`src/rtl/core/yrpp_pkg.sv`:
```
// Shared types and constants for the YUV to RGB converter and pixel packer.
`timescale 1ns / 1ps
`default_nettype none

package yrpp_pkg;

  // Pixel format codes; code three behaves as the bitfield layout.
  localparam logic [1:0] FMT_RGB565   = 2'd0;
  localparam logic [1:0] FMT_XRGB8888 = 2'd1;
  localparam logic [1:0] FMT_BITFIELD = 2'd2;
  localparam logic [1:0] FMT_SPARE    = 2'd3;

  // Widths of the configuration registers and of the write port.
  localparam int unsigned WIDTH_BITS = 4;
  localparam int unsigned POS_BITS   = 5;
  localparam int unsigned CFG_BITS   = 5;
  localparam int unsigned INDEX_BITS = 3;

  // Register indexes of the configuration port.
  localparam logic [INDEX_BITS-1:0] REG_FORMAT      = 3'd0;
  localparam logic [INDEX_BITS-1:0] REG_RED_WIDTH   = 3'd1;
  localparam logic [INDEX_BITS-1:0] REG_RED_POS     = 3'd2;
  localparam logic [INDEX_BITS-1:0] REG_GREEN_WIDTH = 3'd3;
  localparam logic [INDEX_BITS-1:0] REG_GREEN_POS   = 3'd4;
  localparam logic [INDEX_BITS-1:0] REG_BLUE_WIDTH  = 3'd5;
  localparam logic [INDEX_BITS-1:0] REG_BLUE_POS    = 3'd6;

  // Register values after reset.
  localparam logic [1:0]            RST_FORMAT    = FMT_XRGB8888;
  localparam logic [WIDTH_BITS-1:0] RST_WIDTH     = 4'd8;
  localparam logic [POS_BITS-1:0]   RST_RED_POS   = 5'd16;
  localparam logic [POS_BITS-1:0]   RST_GREEN_POS = 5'd8;
  localparam logic [POS_BITS-1:0]   RST_BLUE_POS  = 5'd0;

  // Input beat: one luma sample and the chroma pair it shares.
  typedef struct packed {
    logic [7:0] luma;
    logic [7:0] chroma_blue;
    logic [7:0] chroma_red;
  } pixel_in_t;

  // Output beat: clamped channels and the packed display word.
  typedef struct packed {
    logic [7:0]  red;
    logic [7:0]  green;
    logic [7:0]  blue;
    logic [31:0] pixel_word;
  } pixel_out_t;

  // Clamped channel values between converter and packer.
  typedef struct packed {
    logic [7:0] red;
    logic [7:0] green;
    logic [7:0] blue;
  } rgb_t;

  // Packing controls held in the configuration registers.
  typedef struct packed {
    logic [1:0]            pixel_format;
    logic [WIDTH_BITS-1:0] red_width;
    logic [POS_BITS-1:0]   red_position;
    logic [WIDTH_BITS-1:0] green_width;
    logic [POS_BITS-1:0]   green_position;
    logic [WIDTH_BITS-1:0] blue_width;
    logic [POS_BITS-1:0]   blue_position;
  } pack_cfg_t;

endpackage

`default_nettype wire

```
`src/rtl/core/yuv_to_rgb_pixel_packer_core.sv`:
```
// Top level: input register, conversion and packing, output register.
//
//   Channel  Direction  Handshake              Beat
//   in       input      in_valid / in_stall    pixel_in_t  (luma, chroma_blue, chroma_red)
//   out      output     out_valid / out_stall  pixel_out_t (red, green, blue, pixel_word)
//   cfg      input      cfg_write              cfg_index selects, cfg_data carries value
//
// One beat per clock sustained while out_stall is low; a beat passes through the input register
// and then the result register, with the conversion logic between them.
// Reset (rst, synchronous) empties both registers and loads the default XRGB8888
// layout. A stall on the output holds the result; the input keeps accepting until
// both registers are full.
`timescale 1ns / 1ps
`default_nettype none

module yuv_to_rgb_pixel_packer_core (
  input  logic                                  clk,
  input  logic                                  rst,
  input  logic                                  in_valid,
  output logic                                  in_stall,
  input  yrpp_pkg::pixel_in_t                   in_data,
  output logic                                  out_valid,
  input  logic                                  out_stall,
  output yrpp_pkg::pixel_out_t                  out_data,
  input  logic                                  cfg_write,
  input  logic [yrpp_pkg::INDEX_BITS-1:0]       cfg_index,
  input  logic [yrpp_pkg::CFG_BITS-1:0]         cfg_data
);

  yrpp_pkg::pack_cfg_t  cfg;
  yrpp_pkg::pixel_in_t  stage_data;
  logic                 stage_valid;
  logic                 stage_load;
  logic                 out_load;
  yrpp_pkg::rgb_t       rgb;
  logic [31:0]          pixel_word;

  // Configuration registers.
  always_ff @(posedge clk) begin
    if (rst) begin
      cfg.pixel_format   <= yrpp_pkg::RST_FORMAT;
      cfg.red_width      <= yrpp_pkg::RST_WIDTH;
      cfg.red_position   <= yrpp_pkg::RST_RED_POS;
      cfg.green_width    <= yrpp_pkg::RST_WIDTH;
      cfg.green_position <= yrpp_pkg::RST_GREEN_POS;
      cfg.blue_width     <= yrpp_pkg::RST_WIDTH;
      cfg.blue_position  <= yrpp_pkg::RST_BLUE_POS;
    end else if (cfg_write) begin
      unique case (cfg_index)
        yrpp_pkg::REG_FORMAT:      cfg.pixel_format   <= cfg_data[1:0];
        yrpp_pkg::REG_RED_WIDTH:   cfg.red_width      <= cfg_data[yrpp_pkg::WIDTH_BITS-1:0];
        yrpp_pkg::REG_RED_POS:     cfg.red_position   <= cfg_data[yrpp_pkg::POS_BITS-1:0];
        yrpp_pkg::REG_GREEN_WIDTH: cfg.green_width    <= cfg_data[yrpp_pkg::WIDTH_BITS-1:0];
        yrpp_pkg::REG_GREEN_POS:   cfg.green_position <= cfg_data[yrpp_pkg::POS_BITS-1:0];
        yrpp_pkg::REG_BLUE_WIDTH:  cfg.blue_width     <= cfg_data[yrpp_pkg::WIDTH_BITS-1:0];
        yrpp_pkg::REG_BLUE_POS:    cfg.blue_position  <= cfg_data[yrpp_pkg::POS_BITS-1:0];
        default: begin
        end
      endcase
    end
  end

  // Flow control: each register loads when it is empty or drains this cycle.
  assign out_load   = !out_valid || !out_stall;
  assign stage_load = !stage_valid || out_load;
  assign in_stall   = !stage_load;

  // Input register.
  always_ff @(posedge clk) begin
    if (rst) begin
      stage_valid <= 1'b0;
    end else if (stage_load) begin
      stage_valid <= in_valid;
    end
  end

  always_ff @(posedge clk) begin
    if (stage_load && in_valid) begin
      stage_data <= in_data;
    end
  end

  // Conversion and packing between the two registers.
  yrpp_convert u_convert (
    .pixel (stage_data),
    .rgb   (rgb)
  );

  yrpp_pack u_pack (
    .rgb        (rgb),
    .cfg        (cfg),
    .pixel_word (pixel_word)
  );

  // Result register.
  always_ff @(posedge clk) begin
    if (rst) begin
      out_valid <= 1'b0;
    end else if (out_load) begin
      out_valid <= stage_valid;
    end
  end

  always_ff @(posedge clk) begin
    if (out_load && stage_valid) begin
      out_data.red        <= rgb.red;
      out_data.green      <= rgb.green;
      out_data.blue       <= rgb.blue;
      out_data.pixel_word <= pixel_word;
    end
  end

endmodule

`default_nettype wire

```
`src/rtl/core/yrpp_convert.sv`:
```
// BT.601 limited-range YUV to RGB conversion with clamping to 0..255.
`timescale 1ns / 1ps
`default_nettype none

module yrpp_convert (
  input  yrpp_pkg::pixel_in_t pixel,
  output yrpp_pkg::rgb_t      rgb
);

  // Coefficients scaled by 256, rounding offset and black level.
  localparam logic signed [18:0] COEF_Y     = 19'sd298;
  localparam logic signed [18:0] COEF_RV    = 19'sd409;
  localparam logic signed [18:0] COEF_GU    = 19'sd100;
  localparam logic signed [18:0] COEF_GV    = 19'sd208;
  localparam logic signed [18:0] COEF_BU    = 19'sd516;
  localparam logic signed [18:0] ROUND_HALF = 19'sd128;
  localparam logic [7:0]         BLACK      = 8'd16;
  localparam logic signed [8:0]  CHROMA_MID = 9'sd128;

  logic [7:0]         luma_off;
  logic signed [8:0]  d9;
  logic signed [8:0]  e9;
  logic signed [18:0] c19;
  logic signed [18:0] d19;
  logic signed [18:0] e19;
  logic signed [18:0] y_term;
  logic signed [18:0] red_sum;
  logic signed [18:0] green_sum;
  logic signed [18:0] blue_sum;

  // Clamp floor(sum / 256) into a byte; the shift is a plain bit-select.
  function automatic logic [7:0] scale_clamp(input logic signed [18:0] sum);
    logic [10:0] q;
    begin
      q = sum[18:8];
      if (q[10]) begin
        scale_clamp = 8'd0;
      end else if (q[9:8] != 2'b00) begin
        scale_clamp = 8'd255;
      end else begin
        scale_clamp = q[7:0];
      end
    end
  endfunction

  // Luma below the black level floors at zero; chroma is centered.
  always_comb begin
    luma_off = (pixel.luma < BLACK) ? 8'd0 : (pixel.luma - BLACK);
    d9       = $signed({1'b0, pixel.chroma_blue}) - CHROMA_MID;
    e9       = $signed({1'b0, pixel.chroma_red}) - CHROMA_MID;
    c19      = $signed({11'd0, luma_off});
    d19      = {{10{d9[8]}}, d9};
    e19      = {{10{e9[8]}}, e9};
  end

  // Channel sums, then scale and clamp.
  always_comb begin
    y_term    = COEF_Y * c19 + ROUND_HALF;
    red_sum   = y_term + COEF_RV * e19;
    green_sum = y_term - COEF_GU * d19 - COEF_GV * e19;
    blue_sum  = y_term + COEF_BU * d19;
    rgb.red   = scale_clamp(red_sum);
    rgb.green = scale_clamp(green_sum);
    rgb.blue  = scale_clamp(blue_sum);
  end

endmodule

`default_nettype wire

```
`src/rtl/core/yrpp_pack.sv`:
```
// Packs three 8-bit channels into a 32-bit display word.
`timescale 1ns / 1ps
`default_nettype none

module yrpp_pack (
  input  yrpp_pkg::rgb_t      rgb,
  input  yrpp_pkg::pack_cfg_t cfg,
  output logic [31:0]         pixel_word
);

  logic [31:0] red_field;
  logic [31:0] green_field;
  logic [31:0] blue_field;

  // Keep the top bits of a channel and shift them to their offset.
  // A zero width drops the channel; widths above eight keep all of it.
  function automatic logic [31:0] place_field(
    input logic [7:0]                        chan,
    input logic [yrpp_pkg::WIDTH_BITS-1:0]   width,
    input logic [yrpp_pkg::POS_BITS-1:0]     pos
  );
    logic [3:0]  drop;
    logic [31:0] kept;
    begin
      drop = (width > 4'd8) ? 4'd0 : (4'd8 - width);
      kept = {24'd0, chan >> drop};
      if (width == 4'd0) begin
        place_field = 32'd0;
      end else begin
        place_field = kept << pos;
      end
    end
  endfunction

  always_comb begin
    red_field   = place_field(rgb.red, cfg.red_width, cfg.red_position);
    green_field = place_field(rgb.green, cfg.green_width, cfg.green_position);
    blue_field  = place_field(rgb.blue, cfg.blue_width, cfg.blue_position);
  end

  // Format select; overlapping bitfields are ORed together.
  always_comb begin
    case (cfg.pixel_format)
      yrpp_pkg::FMT_RGB565: begin
        pixel_word = {16'd0, rgb.red[7:3], rgb.green[7:2], rgb.blue[7:3]};
      end
      yrpp_pkg::FMT_XRGB8888: begin
        pixel_word = {8'd0, rgb.red, rgb.green, rgb.blue};
      end
      default: begin
        pixel_word = red_field | green_field | blue_field;
      end
    endcase
  end

endmodule

`default_nettype wire
```
`config.mk`:
```
export PLATFORM = sky130hd
export DESIGN_NAME = yuv_to_rgb_pixel_packer_core
export DESIGN_NICKNAME = d
export VERILOG_FILES = /design/src/rtl/core/yrpp_pkg.sv /design/src/rtl/core/yuv_to_rgb_pixel_packer_core.sv /design/src/rtl/core/yrpp_convert.sv /design/src/rtl/core/yrpp_pack.sv
export SDC_FILE = /design/constraint.sdc
export NUM_CORES = 1
export LEC_CHECK = 0
export BUFFER_PORTS_ARGS = -buffer_cell sky130_fd_sc_hd__buf_2
export CAP_MARGIN = 20
export CORE_UTILIZATION = 30
export CTS_CLUSTER_DIAMETER = 60
export CTS_CLUSTER_SIZE = 8
export DETAILED_ROUTE_END_ITERATION = 10
export GPL_ROUTABILITY_DRIVEN = 0
export PLACE_DENSITY = 0.48
export SYNTH_ARGS = -nofsm -noshare
export SYNTH_HDL_FRONTEND = slang
export SYNTH_SLANG_ARGS = --single-unit
```
`constraint.sdc`:
```
create_clock -name clk -period 11.1 [get_ports clk]
set_clock_uncertainty 0.2 [all_clocks]
set_input_delay 0.555 -clock clk [delete_from_list [all_inputs] [get_ports clk]]
set_output_delay 0.555 -clock clk [all_outputs]
set_load 0.05 [all_outputs]
```
==> impl_metrics.py <==
metrics = {
    "timing": {
        "post-route-period-util": 0.946,
        "maxSlewHeadroom": 0.265,
        "worst-slew-pin-transition_ns": 1.09,
        "finalCriticalPeriod_ns": 10.50,
        "tns_ns": 0,
        "finalSetupViolCount": 0,
        "fmax_mhz": 95.2,
        "finalHoldViolCount": 0,
        "slew_violations": 0,
        "rsz0062_at_grt": "false",
    },
    "worst_setup_path": {
        "critPathMaxFanout": 10,
        "reg2reg_depth": 34,
        "crit_family": "adder cells",
        "critical_path_class": "reg -> reg",
        "slowest_stage": "mux4_2",
        "r2r-end": "out_data[7]$_DFFE_PP_",
        "cp.buffers_inverters": 5,
        "arrival_ns": 10.42,
        "rr_startpoint": "stage_data[20]$_DFFE_PP_",
        "required_ns": 11.02,
        "ff2ff_setup_slack_ns": 0.60,
        "critPathMaxStageDelay_ns": 0.59,
        "startpoint_type": "flop",
        "end_kind": "flop",
    },
    "synthesis": {
        "netlist_area_sq_um": 15900,
        "ys_ff_latch": 111,
        "synth-edff-count": 80,
        "synth_warnings": 0,
        "ys.flop_type": "edfxtp_1",
        "syn_inst": 1893,
        "ys_seq_area_frac": 0.190,
        "synth.avg_cell_area_sq_um": 8.39,
        "yosysUniqueCellTypes": 94,
        "synth_nets": 2191,
        "synth-async-reset-ratio": 0,
    },
    "clocking": {
        "cts_root_buffer": "clkbuf_16",
        "cts_buffers": 9,
        "clk_pin_slew_worst_paths_ns": 0.09,
        "cts_buffer_depth": 2,
        "post_cts_buffers": 0,
        "cts_tree": "done",
        "clk_latency_ns": 0.40,
        "cts_sinks": 111,
        "cts_hold_buf": 0,
        "htree_levels": 3,
        "cts-resized-gates": 0,
    },
    "cells_and_area": {
        "regArea_sq_um": 3020,
        "drive_gt1_frac": 0.109,
        "area_growth_pct": 10.4,
        "n_fill_cell": 5391,
        "final_cell_mix": "201 x inv_1, 201 x ha_1, 146 x nor2_1, 126 x a21oi_1, 114 x nand2_1",
        "diodes": 0,
        "nets": 2253,
        "multi_input_comb_area_sq_um": 11900,
    },
    "route": {
        "post_drt_wl_per_cell_microns": 20.9,
        "viasPerCell": 5.74,
        "drcViolationCount": 0,
        "antenna_left": 0,
        "drt-total-wl_mm": 55.3,
        "firstDrtPassIters": 6,
        "drt_iter0_markers": 1494,
        "vias": 15162,
    },
    "min_path": {
        "min_from": "in_data[5]",
        "hold_path_depth": 1,
        "min_to": "stage_data[5]$_DFFE_PP_",
        "hold_class": "in -> reg",
    },
    "global_route": {
        "grt_max_degree": 57,
        "antenna_found_initial": 0,
        "first_global_vias": 14747,
        "grt_pass1_wl_mm": 86.0,
        "grt_overflow": 0,
        "grtUsageTotal": 0.206,
    },
    "floorplanning": {
        "die-area_sq_um": 53800,
        "rows": 83,
        "die_h_microns": 232,
        "core-area_sq_um": 51800,
        "start_util": 0.306,
        "pin_count": 95,
        "die_x_microns": 232,
    },
    "flow_run": {
        "maxCapViolCount": 0,
    },
    "run_status": {
        "status": "finished, final reports clean",
    },
    "place": {
        "portBuffers": 94,
        "dp_hpwl_mm": 44.9,
    },
}
==> through the flow <==
step | cells | utilization | cell area (sq um) | hold slack [ns] | setup slack, ns
2_1_floorplan | 1893 | - | 15900 | 0.244 | 1.37
3_3_place_gp | 2623 | 0.331 | 17100 | 0.259 | 0.443
3_5_place_dp | 2623 | 0.331 | 17100 | 0.266 | 0.222
4_1_cts | 2639 | 0.337 | 17500 | 0.0984 | 0.179
5_1_grt | 2640 | 0.338 | 17500 | 0.112 | 0.0123
6_report | 2640 | 0.338 | 17500 | 0.125 | 0.598
==> worst register-to-register path: cells and delay by family, from the launching register on <==
kind	cells	cell delay, ns
adder cells (fa/ha/maj)	10	3.82
AND/OR/NAND/NOR	9	2.54
AO/OA/AOI/OAI	6	1.35
multiplexers	2	0.91
XOR/XNOR	2	0.67
flip-flops	1	0.38
buffers and inverters	5	0.35
==> layout make-up <==
| class | count | share of cell area |
|---|---|---|
| Clock buffer | 9 | 0.0128 |
| Clock inverter | 7 | 0.00564 |
| Inverter | 206 | 0.0441 |
| Multi-Input combinational cell | 1505 | 0.678 |
| Sequential cell | 111 | 0.172 |
| Tap cell | 680 | 0.0485 |
| Timing Repair Buffer | 122 | 0.0388 |
==> Yosys cell counts, types with 19 or more instances <==
| cell | number | area (sq um) |
|---|---|---|
| nor2_1 | 146 | 548 |
| nand3_1 | 39 | 195 |
| nor2b_1 | 22 | 138 |
| inv_1 | 201 | 754 |
| o21ai_0 | 77 | 385 |
| and2_1 | 23 | 144 |
| nand2b_1 | 22 | 138 |
| or2_2 | 19 | 119 |
| a211oi_1 | 23 | 173 |
| dfxtp_1 | 31 | 621 |
| nor3_1 | 67 | 335 |
| nor4_1 | 20 | 125 |
| xnor2_1 | 38 | 333 |
| o2111ai_1 | 20 | 175 |
| a21o_1 | 26 | 195 |
| clkbuf_1 | 63 | 236 |
| mux2i_1 | 47 | 470 |
| edfxtp_1 | 80 | 2400 |
| nand2_1 | 114 | 428 |
| o211ai_1 | 36 | 270 |
| ha_1 | 201 | 2510 |
| fa_1 | 60 | 1200 |
| a31oi_1 | 26 | 163 |
| a21oi_1 | 126 | 631 |
==> worst max-delay path by stage <==
stage                             start                      to  slack, ns  cells after the start
4_1_cts        stage_data[20]$_DFFE_PP_   out_data[7]$_DFFE_PP_       0.18                     33
2_1_floorplan  stage_data[20]$_DFFE_PP_   out_data[7]$_DFFE_PP_       1.37                     35
5_1_grt        stage_data[20]$_DFFE_PP_   out_data[7]$_DFFE_PP_       0.01                     33
3_5_place_dp   stage_data[20]$_DFFE_PP_   out_data[7]$_DFFE_PP_       0.22                     33
6_report       stage_data[20]$_DFFE_PP_   out_data[7]$_DFFE_PP_       0.60                     34
3_3_place_gp   stage_data[20]$_DFFE_PP_  out_data[15]$_DFFE_PP_       0.44                     34
==> flip-flops by register name (all words and copies together) (netlist names) <==
name and count:
cfg 29, stage_valid 1, out_valid 1, stage_data 24, out_data 56
==> logic make-up (layout without fill, tap and decap cells) <==
group           after synthesis  count (layout)  share of synthesized area
xor+xnor                     57              57                     0.0328
flops                       111             111                      0.190
mux                          55              55                     0.0374
buf+inv                     277             344                     0.0658
fa+ha+maj                   261             261                      0.234
compound gates              577             577                      0.265
simple gates                555             555                      0.174
==> metal layers <==
layer,vias to the layer above,GRT usage,part of all wire
li1,7184,-,-
met1,7269,0.281,0.45
met2,612,0.327,0.44
met3,97,0.0410,0.079
met4,0,0.0592,0.026
met5,-,0,0
Power is not shown: default switching activity piles up to over one toggle a cycle in this logic, so the estimate is an artifact.
